===== src/sv/rpn_pkg.sv =====
// Shared types, sizes and codes for the RPN stack calculator.
// Used by the controller, the datapath, the divider and the top level.
`timescale 1ns / 1ps

package rpn_pkg;

  localparam int STACK_DEPTH = 16;
  localparam int DATA_W      = 32;
  localparam int CMD_W       = 3;
  localparam int STATUS_W    = 2;
  localparam int OUT_DEPTH_W = 5;
  localparam int CNT_W       = $clog2(STACK_DEPTH + 1);
  localparam int ADDR_W      = $clog2(STACK_DEPTH);
  localparam int STEP_W      = $clog2(DATA_W);

  localparam int IN_TDATA_W  = ((CMD_W + DATA_W + 7) / 8) * 8;
  localparam int OUT_TDATA_W = ((DATA_W + OUT_DEPTH_W + STATUS_W + 7) / 8) * 8;

  typedef enum logic [CMD_W-1:0] {
    CMD_PUSH = 3'd0,
    CMD_ADD  = 3'd1,
    CMD_SUB  = 3'd2,
    CMD_MUL  = 3'd3,
    CMD_DIV  = 3'd4,
    CMD_MOD  = 3'd5
  } cmd_e;

  typedef enum logic [STATUS_W-1:0] {
    ST_OK        = 2'd0,
    ST_UNDERFLOW = 2'd1,
    ST_DIVZERO   = 2'd2,
    ST_FULL      = 2'd3
  } status_e;

  // Datapath operations issued by the controller, one per cycle.
  typedef enum logic [3:0] {
    DP_NOP,
    DP_LATCH,
    DP_PUSH,
    DP_SET_FULL,
    DP_UNDERFLOW,
    DP_READ_LEFT,
    DP_LOAD_LEFT,
    DP_ARITH,
    DP_DIV_ZERO,
    DP_DIV_START,
    DP_DIV_RES,
    DP_WRITE_RES,
    DP_READ_TOP,
    DP_LOAD_TOP,
    DP_EMIT
  } dp_op_e;

  typedef struct packed {
    dp_op_e op;
  } ctrl_cmd_t;

  typedef struct packed {
    logic             err_set;
    logic [CMD_W-1:0] cmd;
    logic             full;
    logic             lt2;
    logic             more_below;
    logic             divisor_zero;
    logic             div_done;
    logic             out_free;
  } dp_status_t;

endpackage


===== src/sv/rpn_ram.sv =====
// Generic single-write, single-read RAM with a registered read port.
// Stands alone; no package dependency.
`timescale 1ns / 1ps

module rpn_ram #(
  parameter int WIDTH = 32,
  parameter int DEPTH = 16
) (
  input  logic                     clk_i,
  input  logic                     we_i,
  input  logic [$clog2(DEPTH)-1:0] waddr_i,
  input  logic [WIDTH-1:0]         wdata_i,
  input  logic [$clog2(DEPTH)-1:0] raddr_i,
  output logic [WIDTH-1:0]         rdata_o
);

  logic [WIDTH-1:0] mem_q [DEPTH];
  logic [WIDTH-1:0] rdata_q;

  always_ff @(posedge clk_i) begin
    if (we_i) begin
      mem_q[waddr_i] <= wdata_i;
    end
    rdata_q <= mem_q[raddr_i];
  end

  assign rdata_o = rdata_q;

endmodule


===== src/sv/rpn_div.sv =====
// Radix-2 restoring divider on unsigned magnitudes, one quotient bit a cycle.
// Depends on rpn_pkg for the data width.
`timescale 1ns / 1ps

module rpn_div
  import rpn_pkg::*;
(
  input  logic              clk_i,
  input  logic              rst_ni,
  input  logic              start_i,
  input  logic [DATA_W-1:0] dividend_i,
  input  logic [DATA_W-1:0] divisor_i,
  output logic [DATA_W-1:0] quotient_o,
  output logic [DATA_W-1:0] remainder_o,
  output logic              done_o
);

  logic              busy_q, busy_d;
  logic              done_q, done_d;
  logic [STEP_W-1:0] step_q, step_d;
  logic [DATA_W-1:0] rem_q, rem_d;
  logic [DATA_W-1:0] quo_q, quo_d;
  logic [DATA_W-1:0] dsr_q, dsr_d;
  logic [DATA_W:0]   trial;
  logic [DATA_W:0]   diff;
  logic              fits;

  assign trial = {rem_q, quo_q[DATA_W-1]};
  assign diff  = trial - {1'b0, dsr_q};
  assign fits  = ~diff[DATA_W];

  always_comb begin
    busy_d = busy_q;
    done_d = 1'b0;
    step_d = step_q;
    rem_d  = rem_q;
    quo_d  = quo_q;
    dsr_d  = dsr_q;
    if (start_i) begin
      busy_d = 1'b1;
      step_d = '0;
      rem_d  = '0;
      quo_d  = dividend_i;
      dsr_d  = divisor_i;
    end else if (busy_q) begin
      rem_d  = fits ? diff[DATA_W-1:0] : trial[DATA_W-1:0];
      quo_d  = {quo_q[DATA_W-2:0], fits};
      step_d = step_q + STEP_W'(1);
      if (step_q == STEP_W'(DATA_W - 1)) begin
        busy_d = 1'b0;
        done_d = 1'b1;
      end
    end
  end

  always_ff @(posedge clk_i or negedge rst_ni) begin
    if (!rst_ni) begin
      busy_q <= 1'b0;
      done_q <= 1'b0;
      step_q <= '0;
    end else begin
      busy_q <= busy_d;
      done_q <= done_d;
      step_q <= step_d;
    end
  end

  always_ff @(posedge clk_i) begin
    rem_q <= rem_d;
    quo_q <= quo_d;
    dsr_q <= dsr_d;
  end

  assign quotient_o  = quo_q;
  assign remainder_o = rem_q;
  assign done_o      = done_q;

endmodule


===== src/sv/rpn_datapath.sv =====
// Datapath: stack RAM, cached top of stack, ALU, divider and output register.
// Depends on rpn_pkg, rpn_ram and rpn_div; driven by rpn_ctrl commands.
`timescale 1ns / 1ps

module rpn_datapath
  import rpn_pkg::*;
(
  input  logic                   clk_i,
  input  logic                   rst_ni,
  input  ctrl_cmd_t              cmd_i,
  output dp_status_t             status_o,
  input  logic [CMD_W-1:0]       in_command_i,
  input  logic [DATA_W-1:0]      in_operand_value_i,
  output logic                   out_valid_o,
  input  logic                   out_ready_i,
  output logic [DATA_W-1:0]      out_top_value_o,
  output logic [OUT_DEPTH_W-1:0] out_stack_depth_o,
  output logic [STATUS_W-1:0]    out_status_o
);

  logic [CNT_W-1:0]       count_q, count_d;
  status_e                err_q, err_d;
  logic                   out_valid_q, out_valid_d;
  logic [CMD_W-1:0]       cmd_q, cmd_d;
  logic [DATA_W-1:0]      val_q, val_d;
  logic [DATA_W-1:0]      tos_q, tos_d;
  logic [DATA_W-1:0]      left_q, left_d;
  logic [DATA_W-1:0]      res_q, res_d;
  logic [DATA_W-1:0]      out_top_q, out_top_d;
  logic [OUT_DEPTH_W-1:0] out_depth_q, out_depth_d;
  logic [STATUS_W-1:0]    out_status_q, out_status_d;

  logic [CNT_W-1:0]       count_m1;
  logic [CNT_W-1:0]       count_m2;
  logic                   ram_we;
  logic [ADDR_W-1:0]      ram_waddr;
  logic [DATA_W-1:0]      ram_wdata;
  logic [ADDR_W-1:0]      ram_raddr;
  logic [DATA_W-1:0]      ram_rdata;
  logic [2*DATA_W-1:0]    product;
  logic [DATA_W-1:0]      mag_left;
  logic [DATA_W-1:0]      mag_right;
  logic                   div_start;
  logic [DATA_W-1:0]      div_quo;
  logic [DATA_W-1:0]      div_rem;
  logic                   div_done;
  logic                   out_free;

  assign count_m1  = count_q - CNT_W'(1);
  assign count_m2  = count_q - CNT_W'(2);
  assign product   = left_q * tos_q;
  assign mag_left  = left_q[DATA_W-1] ? (DATA_W'(0) - left_q) : left_q;
  assign mag_right = tos_q[DATA_W-1] ? (DATA_W'(0) - tos_q) : tos_q;
  assign out_free  = ~out_valid_q | out_ready_i;

  rpn_ram #(
    .WIDTH (DATA_W),
    .DEPTH (STACK_DEPTH)
  ) u_stack_ram (
    .clk_i   (clk_i),
    .we_i    (ram_we),
    .waddr_i (ram_waddr),
    .wdata_i (ram_wdata),
    .raddr_i (ram_raddr),
    .rdata_o (ram_rdata)
  );

  rpn_div u_div (
    .clk_i       (clk_i),
    .rst_ni      (rst_ni),
    .start_i     (div_start),
    .dividend_i  (mag_left),
    .divisor_i   (mag_right),
    .quotient_o  (div_quo),
    .remainder_o (div_rem),
    .done_o      (div_done)
  );

  always_comb begin
    count_d      = count_q;
    err_d        = err_q;
    out_valid_d  = out_valid_q & ~out_ready_i;
    cmd_d        = cmd_q;
    val_d        = val_q;
    tos_d        = tos_q;
    left_d       = left_q;
    res_d        = res_q;
    out_top_d    = out_top_q;
    out_depth_d  = out_depth_q;
    out_status_d = out_status_q;
    ram_we       = 1'b0;
    ram_waddr    = count_q[ADDR_W-1:0];
    ram_wdata    = val_q;
    ram_raddr    = count_m2[ADDR_W-1:0];
    div_start    = 1'b0;

    case (cmd_i.op)
      DP_LATCH: begin
        cmd_d = in_command_i;
        val_d = in_operand_value_i;
      end
      DP_PUSH: begin
        ram_we  = 1'b1;
        tos_d   = val_q;
        count_d = count_q + CNT_W'(1);
      end
      DP_SET_FULL: begin
        err_d = ST_FULL;
      end
      DP_UNDERFLOW: begin
        count_d = '0;
        err_d   = ST_UNDERFLOW;
      end
      DP_READ_LEFT: begin
        ram_raddr = count_m2[ADDR_W-1:0];
      end
      DP_LOAD_LEFT: begin
        left_d = ram_rdata;
      end
      DP_ARITH: begin
        case (cmd_q)
          CMD_ADD: res_d = left_q + tos_q;
          CMD_SUB: res_d = left_q - tos_q;
          default: res_d = product[DATA_W-1:0];
        endcase
      end
      DP_DIV_ZERO: begin
        err_d   = ST_DIVZERO;
        count_d = count_m2;
      end
      DP_DIV_START: begin
        div_start = 1'b1;
      end
      DP_DIV_RES: begin
        // Quotient takes the sign of the operands' xor, remainder that of the left.
        if (cmd_q == CMD_DIV) begin
          res_d = (left_q[DATA_W-1] ^ tos_q[DATA_W-1]) ? (DATA_W'(0) - div_quo) : div_quo;
        end else begin
          res_d = left_q[DATA_W-1] ? (DATA_W'(0) - div_rem) : div_rem;
        end
      end
      DP_WRITE_RES: begin
        ram_we    = 1'b1;
        ram_waddr = count_m2[ADDR_W-1:0];
        ram_wdata = res_q;
        tos_d     = res_q;
        count_d   = count_m1;
      end
      DP_READ_TOP: begin
        ram_raddr = count_m1[ADDR_W-1:0];
      end
      DP_LOAD_TOP: begin
        tos_d = ram_rdata;
      end
      DP_EMIT: begin
        out_valid_d  = 1'b1;
        out_top_d    = (count_q != '0) ? tos_q : '0;
        out_depth_d  = OUT_DEPTH_W'(count_q);
        out_status_d = err_q;
      end
      default: begin
      end
    endcase
  end

  always_ff @(posedge clk_i or negedge rst_ni) begin
    if (!rst_ni) begin
      count_q     <= '0;
      err_q       <= ST_OK;
      out_valid_q <= 1'b0;
    end else begin
      count_q     <= count_d;
      err_q       <= err_d;
      out_valid_q <= out_valid_d;
    end
  end

  always_ff @(posedge clk_i) begin
    cmd_q        <= cmd_d;
    val_q        <= val_d;
    tos_q        <= tos_d;
    left_q       <= left_d;
    res_q        <= res_d;
    out_top_q    <= out_top_d;
    out_depth_q  <= out_depth_d;
    out_status_q <= out_status_d;
  end

  assign status_o.err_set      = (err_q != ST_OK);
  assign status_o.cmd          = cmd_q;
  assign status_o.full         = (count_q >= CNT_W'(STACK_DEPTH));
  assign status_o.lt2          = (count_q < CNT_W'(2));
  assign status_o.more_below   = (count_q > CNT_W'(2));
  assign status_o.divisor_zero = (tos_q == '0);
  assign status_o.div_done     = div_done;
  assign status_o.out_free     = out_free;

  assign out_valid_o       = out_valid_q;
  assign out_top_value_o   = out_top_q;
  assign out_stack_depth_o = out_depth_q;
  assign out_status_o      = out_status_q;

endmodule


===== src/sv/rpn_ctrl.sv =====
// Controller state machine: sequences one token through the datapath.
// Depends on rpn_pkg for the command and status structs.
`timescale 1ns / 1ps

module rpn_ctrl
  import rpn_pkg::*;
(
  input  logic       clk_i,
  input  logic       rst_ni,
  input  logic       in_valid_i,
  output logic       in_ready_o,
  input  dp_status_t status_i,
  output ctrl_cmd_t  cmd_o
);

  typedef enum logic [9:0] {
    S_IDLE        = 10'b0000000001,
    S_DECODE      = 10'b0000000010,
    S_LOAD        = 10'b0000000100,
    S_EXEC        = 10'b0000001000,
    S_DIV         = 10'b0000010000,
    S_WRITE       = 10'b0000100000,
    S_REFILL      = 10'b0001000000,
    S_REFILL_WAIT = 10'b0010000000,
    S_EMIT        = 10'b0100000000,
    S_SPARE       = 10'b1000000000
  } state_e;

  state_e state_q, state_d;
  logic   cmd_known;
  logic   cmd_divmod;

  assign cmd_known  = status_i.cmd inside {[CMD_PUSH:CMD_MOD]};
  assign cmd_divmod = status_i.cmd inside {CMD_DIV, CMD_MOD};

  always_comb begin
    state_d    = state_q;
    cmd_o.op   = DP_NOP;
    in_ready_o = 1'b0;
    case (state_q)
      S_IDLE: begin
        in_ready_o = 1'b1;
        if (in_valid_i) begin
          cmd_o.op = DP_LATCH;
          state_d  = S_DECODE;
        end
      end
      S_DECODE: begin
        // A recorded error or an unused code leaves the state as it is.
        if (status_i.err_set || !cmd_known) begin
          state_d = S_EMIT;
        end else if (status_i.cmd == CMD_PUSH) begin
          cmd_o.op = status_i.full ? DP_SET_FULL : DP_PUSH;
          state_d  = S_EMIT;
        end else if (status_i.lt2) begin
          cmd_o.op = DP_UNDERFLOW;
          state_d  = S_EMIT;
        end else begin
          cmd_o.op = DP_READ_LEFT;
          state_d  = S_LOAD;
        end
      end
      S_LOAD: begin
        cmd_o.op = DP_LOAD_LEFT;
        state_d  = S_EXEC;
      end
      S_EXEC: begin
        if (cmd_divmod && status_i.divisor_zero) begin
          cmd_o.op = DP_DIV_ZERO;
          state_d  = status_i.more_below ? S_REFILL : S_EMIT;
        end else if (cmd_divmod) begin
          cmd_o.op = DP_DIV_START;
          state_d  = S_DIV;
        end else begin
          cmd_o.op = DP_ARITH;
          state_d  = S_WRITE;
        end
      end
      S_DIV: begin
        if (status_i.div_done) begin
          cmd_o.op = DP_DIV_RES;
          state_d  = S_WRITE;
        end
      end
      S_WRITE: begin
        cmd_o.op = DP_WRITE_RES;
        state_d  = S_EMIT;
      end
      S_REFILL: begin
        cmd_o.op = DP_READ_TOP;
        state_d  = S_REFILL_WAIT;
      end
      S_REFILL_WAIT: begin
        cmd_o.op = DP_LOAD_TOP;
        state_d  = S_EMIT;
      end
      S_EMIT: begin
        if (status_i.out_free) begin
          cmd_o.op = DP_EMIT;
          state_d  = S_IDLE;
        end
      end
      default: begin
        state_d = S_IDLE;
      end
    endcase
  end

  always_ff @(posedge clk_i or negedge rst_ni) begin
    if (!rst_ni) begin
      state_q <= S_IDLE;
    end else begin
      state_q <= state_d;
    end
  end

endmodule


===== src/sv/rpn_stack_calculator_top.sv =====
// Top level of the RPN stack calculator: stream ports, controller and datapath.
// Depends on rpn_pkg, rpn_ctrl and rpn_datapath.
`timescale 1ns / 1ps

// One token word in gives one result word out. The block takes one token at a
// time: a push, an unused code or a token ignored after an error goes from
// decode straight to the result; add, subtract and multiply load the left
// operand, compute and write back; a divide or modulo also runs the 32-step
// radix-2 divider; a zero divisor that leaves entries below reloads the top
// from the RAM. The result sits in an output register, so the next token is
// taken while it waits. The stack holds 16 entries in a RAM with a registered
// read; its top is also kept in a register. Errors are sticky until reset.

module rpn_stack_calculator_top
  import rpn_pkg::*;
(
  input  logic                   clk_i,
  input  logic                   rst_ni,
  input  logic                   s_axis_tvalid_i,
  output logic                   s_axis_tready_o,
  // Fields from bit 0: command[2:0], operand_value[34:3], zero fill.
  input  logic [IN_TDATA_W-1:0]  s_axis_tdata_i,
  output logic                   m_axis_tvalid_o,
  input  logic                   m_axis_tready_i,
  // Fields from bit 0: top_value[31:0], stack_depth[36:32], status[38:37], zero fill.
  output logic [OUT_TDATA_W-1:0] m_axis_tdata_o
);

  ctrl_cmd_t              ctrl_cmd;
  dp_status_t             dp_status;
  logic [DATA_W-1:0]      top_value;
  logic [OUT_DEPTH_W-1:0] stack_depth;
  logic [STATUS_W-1:0]    status;

  rpn_ctrl u_ctrl (
    .clk_i      (clk_i),
    .rst_ni     (rst_ni),
    .in_valid_i (s_axis_tvalid_i),
    .in_ready_o (s_axis_tready_o),
    .status_i   (dp_status),
    .cmd_o      (ctrl_cmd)
  );

  rpn_datapath u_datapath (
    .clk_i              (clk_i),
    .rst_ni             (rst_ni),
    .cmd_i              (ctrl_cmd),
    .status_o           (dp_status),
    .in_command_i       (s_axis_tdata_i[CMD_W-1:0]),
    .in_operand_value_i (s_axis_tdata_i[CMD_W+DATA_W-1:CMD_W]),
    .out_valid_o        (m_axis_tvalid_o),
    .out_ready_i        (m_axis_tready_i),
    .out_top_value_o    (top_value),
    .out_stack_depth_o  (stack_depth),
    .out_status_o       (status)
  );

  assign m_axis_tdata_o = OUT_TDATA_W'({status, stack_depth, top_value});

  // Only one token is in flight, so ready drops right after an accept.
  assert property (@(posedge clk_i) disable iff (!rst_ni)
    (s_axis_tvalid_i && s_axis_tready_o) |=> !s_axis_tready_o)
    else $error("token accepted while another is in flight");

  // Errors are sticky until reset.
  assert property (@(posedge clk_i) disable iff (!rst_ni)
    dp_status.err_set |=> dp_status.err_set)
    else $error("sticky error cleared");

  // The divider is never started on a zero divisor.
  assert property (@(posedge clk_i) disable iff (!rst_ni)
    (ctrl_cmd.op == DP_DIV_START) |-> !dp_status.divisor_zero)
    else $error("divider started with zero divisor");

  // A result is loaded only when the output register is free.
  assert property (@(posedge clk_i) disable iff (!rst_ni)
    (ctrl_cmd.op == DP_EMIT) |-> (!m_axis_tvalid_o || m_axis_tready_i))
    else $error("result word overwritten");

endmodule

===== config.mk =====
export PLATFORM = sky130hd
export DESIGN_NAME = rpn_stack_calculator_top
export DESIGN_NICKNAME = d
export VERILOG_FILES = /design/src/sv/rpn_pkg.sv /design/src/sv/rpn_ram.sv /design/src/sv/rpn_div.sv /design/src/sv/rpn_datapath.sv /design/src/sv/rpn_ctrl.sv /design/src/sv/rpn_stack_calculator_top.sv
export SDC_FILE = /design/constraint.sdc
export NUM_CORES = 2
export LEC_CHECK = 0
export BUFFER_PORTS_ARGS = -buffer_cell sky130_fd_sc_hd__buf_2
export CORE_UTILIZATION = 50
export DETAILED_ROUTE_END_ITERATION = 16
export PLACE_DENSITY = 0.66
export SYNTH_ARGS = -nofsm -noshare
export SYNTH_HDL_FRONTEND = slang
export SYNTH_SLANG_ARGS = --single-unit

===== constraint.sdc =====
create_clock -name clk_i -period 13 [get_ports clk_i]
set_input_delay 0 -clock clk_i [delete_from_list [all_inputs] [get_ports clk_i]]
set_output_delay 0 -clock clk_i [all_outputs]
set_load 0.01 [all_outputs]

==> impl_metrics.env <==
export IMPL_status="completed"
export IMPL_async_flop_share=0.0288
export IMPL_routedWlPerCell_um=22.9
export IMPL_yosys_warnings=0
export IMPL_r2r_cells=21
export IMPL_synth_cells=4906
export IMPL_drc_errors=0
export IMPL_cts_buffer_depth=3
export IMPL_netlist_area_um2=54800
export IMPL_grt_pass1_wl_um=225000
export IMPL_cts_setup_buffers=0
export IMPL_synthFlopType="edfxtp_1"
export IMPL_antenna_found_initial=5
export IMPL_drtIter0Drc=3529
export IMPL_dr_pass1_iters=6
export IMPL_final_cells=6430
export IMPL_sw_frac_of_total=0.240
export IMPL_yosysSeqAreaShare=0.444
export IMPL_cts_max_level=3
export IMPL_synth_seq_cells=834
export IMPL_drv_slew=0
export IMPL_post_route_period_util=0.651
export IMPL_initial_utilization=0.504
export IMPL_path_class="reg2reg"
export IMPL_portBuffers=79
export IMPL_seqPwrFrac=0.502
export IMPL_place_area_um2=56800
export IMPL_cts_tree="yes"
export IMPL_synth_largest_area_cell="edfxtp_1"
export IMPL_routed_via_density=5.82
export IMPL_dp_cells=6203
export IMPL_dp_hpwl_um=96000
export IMPL_r2r_start="u_datapath.tos_q[13]"
export IMPL_drive_gt1_frac=0.0828
export IMPL_r2r_slack_ns=4.53
export IMPL_routabilityCongestion=0.911
export IMPL_ir_drop_v=0.000136
export IMPL_die_x_um=333
export IMPL_p_comb_frac=0.079
export IMPL_first_global_vias=36919
export IMPL_drv_cap=0
export IMPL_die_y_um=333
export IMPL_io_pin_count=86
export IMPL_cts_sinks=834
export IMPL_pre_cts_slack_ns=4.85
export IMPL_cts_reportedPaths_clkPinSlew_ns=0.06
export IMPL_coreArea_um2=109000
export IMPL_final_antenna_net_count=0
export IMPL_grt_max_degree=162
export IMPL_hold_end="u_datapath.val_q[9]"
export IMPL_start_kind="flop"
export IMPL_vias=37391
export IMPL_worst_slack_ns=4.53
export IMPL_fin_setup_tns_ns=0
export IMPL_setup_viol=0
export IMPL_nFillCells=9150
export IMPL_r2r_end="u_datapath.res_q[30]"
export IMPL_worstSkewPairLatency_ns=0.72
export IMPL_power_switching_mw=1.48
export IMPL_hold_class="in2reg"
export IMPL_dieArea_um2=111000
export IMPL_syn_num_nets=5559
export IMPL_ys_types=81
export IMPL_worstPathMaxFanout=17
export IMPL_power_density_nw_per_um2=102
export IMPL_syn_mean_instance_area_um2=11.2
export IMPL_grt_usage=0.268
export IMPL_row_count=121
export IMPL_syn_to_final_growth_pct=10.3
export IMPL_internal_power_mw=4.67
export IMPL_required_ns=13.36
export IMPL_synth_top_cell_area_share=0.409
export IMPL_post_route_util=0.556
export IMPL_tightest_slew_ns=1.17
export IMPL_cts_root_buf="clkbuf_16"
export IMPL_rsz0062_at_grt="false"
export IMPL_min_path_cells=2
export IMPL_cts_buffers=88
export IMPL_final_hold_violation_count=0
export IMPL_period_minus_slack_ns=8.47
export IMPL_pwr_share_clk=0.419
export IMPL_fin_skew_ns=0.0768
export IMPL_leakagePower_nw=23.6
export IMPL_final_area_um2=60400
export IMPL_fin_nets=5592
export IMPL_wirelength_um=148000
export IMPL_overflow=0
export IMPL_max_freq_mhz=118
export IMPL_hold_start="s_axis_tdata_i[12]"
export IMPL_ys_top_cells_by_area="edfxtp_1, fa_1, nand2_1"
export IMPL_relSlewSlack=0.199
export IMPL_arrival_ns=8.83
export IMPL_synth_edff_count=746
export IMPL_end_kind="flop"
==> metal layers <==
| metal | vias up | GRT usage | share of wire |
|---|---|---|---|
| met1 | 18767 | 0.361 | 0.41 |
| met3 | 298 | 0.0385 | 0.077 |
| li1 | 16854 | - | - |
| met2 | 1472 | 0.438 | 0.48 |
| met5 | - | 0 | 0 |
| met4 | 0 | 0.101 | 0.038 |
==> worst max-delay path: stages, from the launching register on <==
cell       delay, ns
edfxtp_1        0.72
buf_4           0.36
and2_1          0.18
fa_1            0.44
fa_1            0.39
fa_1            0.49
inv_1           0.05
fa_1            0.48
inv_1           0.05
fa_1            0.46
ha_1            0.30
fa_1            0.52
fa_1            0.42
ha_1            0.41
nand4_1         0.18
a2111oi_0       0.94
or3_1           0.33
a221oi_1        0.15
o21ai_0         0.18
a21oi_1         0.09
o311ai_0        0.71
o221ai_1        0.31
==> through the flow <==
stage | total power, mW | hold WS [ns]
finish | 6.15 | 0.0441
global route | 6.33 | 0.0385
CTS | 6.18 | 0.00304
detailed placement | 3.60 | 0.0267
global placement | 3.60 | 0.0313
floorplan | 3.41 | -0.296
==> kinds of logic after synthesis <==
kind of cell | count (synthesis) | synth area share
adders and majority gates | 609 | 0.195
buffers and inverters | 753 | 0.0521
AOI/OAI and AO/OA | 781 | 0.0929
other | 1 | 0.0000685
and+or+nand+nor | 1463 | 0.130
xor gates and xnor gates | 293 | 0.0469
muxes | 172 | 0.0388
DFF | 834 | 0.444
==> synth_stat cells (13+ instances only) <==
library cell  count
edfxtp_1        746
nand2_1         679
inv_1           454
fa_1            410
and2_1          379
clkbuf_1        266
ha_1            199
a21oi_1         171
o21ai_0         171
xnor2_1         165
nor2_1          145
mux2i_1         138
xor2_1          128
a211oi_1        120
dfxtp_1          64
a31oi_1          55
nor2b_1          44
o31ai_1          44
nor3_1           38
a311oi_1         34
a21o_1           32
a22oi_1          32
mux4_2           32
or3_1            30
nand2b_1         29
dfrtp_1          23
buf_1            22
o211ai_1         22
nand3_1          21
and3_1           15
o21a_1           15
o41ai_1          15
or4_1            15
nor4_1           13
==> sequential cells by signal, indices dropped and copies added (netlist names), 3 cells and up <==
| signal | flops |
|---|---|
| u_datapath.u_stack_ram.mem_q | 512 |
| u_datapath.left_q | 32 |
| u_datapath.out_top_value_o | 32 |
| u_datapath.res_q | 32 |
| u_datapath.tos_q | 32 |
| u_datapath.u_div.dsr_q | 32 |
| u_datapath.u_div.quotient_o | 32 |
| u_datapath.u_div.remainder_o | 32 |
| u_datapath.u_stack_ram.rdata_o | 32 |
| u_datapath.val_q | 32 |
| u_ctrl.state_q | 9 |
| u_datapath.count_q | 5 |
| u_datapath.out_stack_depth_o | 5 |
| u_datapath.u_div.step_q | 5 |
| u_datapath.cmd_q | 3 |
==> cell usage in the layout (no fill, tap or decap), types with 17 or more instances in the layout <==
cell / count
a21o_1: 32
a22oi_1: 32
buf_2: 79
xor2_1: 127
a31oi_1: 55
buf_4: 100
a311oi_1: 34
a211oi_1: 120
o211ai_1: 22
dfxtp_1: 64
inv_1: 454
nor2b_1: 42
dfrtp_1: 23
clkbuf_16: 88
fa_1: 410
mux2i_1: 136
nor3_1: 38
a21oi_1: 171
xnor2_1: 162
o31ai_1: 44
mux4_2: 32
nand3_1: 21
dlygate4sd3_1: 59
and2_1: 378
nor2_1: 127
ha_1: 199
nand2_1: 679
edfxtp_1: 746
o21ai_0: 169
nand2b_1: 29
nor2_4: 17
clkbuf_1: 27
or3_1: 30
==> worst max path at each step <==
stage	startpoint	end	slack, ns	cells past startpoint
finish	u_datapath.tos_q[13]	u_datapath.res_q[30]	4.53	21
detailed placement	u_datapath.left_q[13]	u_datapath.res_q[30]	4.85	21
global placement	u_datapath.tos_q[13]	u_datapath.res_q[30]	4.91	21
floorplan	u_datapath.tos_q[5]	u_datapath.res_q[30]	5.70	24
CTS	u_datapath.left_q[13]	u_datapath.res_q[30]	4.77	21
global route	u_datapath.tos_q[13]	u_datapath.res_q[30]	4.50	21
==> area by class of cell <==
type	instances	area, um2	area share
Inverter	455	1710	0.0283
Clock inverter	43	601	0.00994
Antenna cell	2	5.00	0.0000828
Multi-Input combinational cell	3319	27900	0.461
Clock buffer	122	2400	0.0397
Timing Repair Buffer	241	1800	0.0297
Sequential cell	834	24300	0.402
Tap cell	1414	1770	0.0293
==> power by group through the flow <==
stage	combinational, mW	clock, mW	sequential (mW)
4_1_cts	0.477	2.62	3.09
3_5_place_dp	0.459	0	3.15
5_1_grt	0.528	2.71	3.09
3_3_place_gp	0.452	0	3.14
6_report	0.486	2.58	3.09
2_1_floorplan	0.286	0	3.12
==> timing repair <==
| action | CTS | global route |
|---|---|---|
| resized for setup | 0 | 0 |
| hold buffers | 60 | 0 |
| endpoints found under the hold margin | 63 | 0 |
No activity file was read; power rests on OpenSTA's default activity.
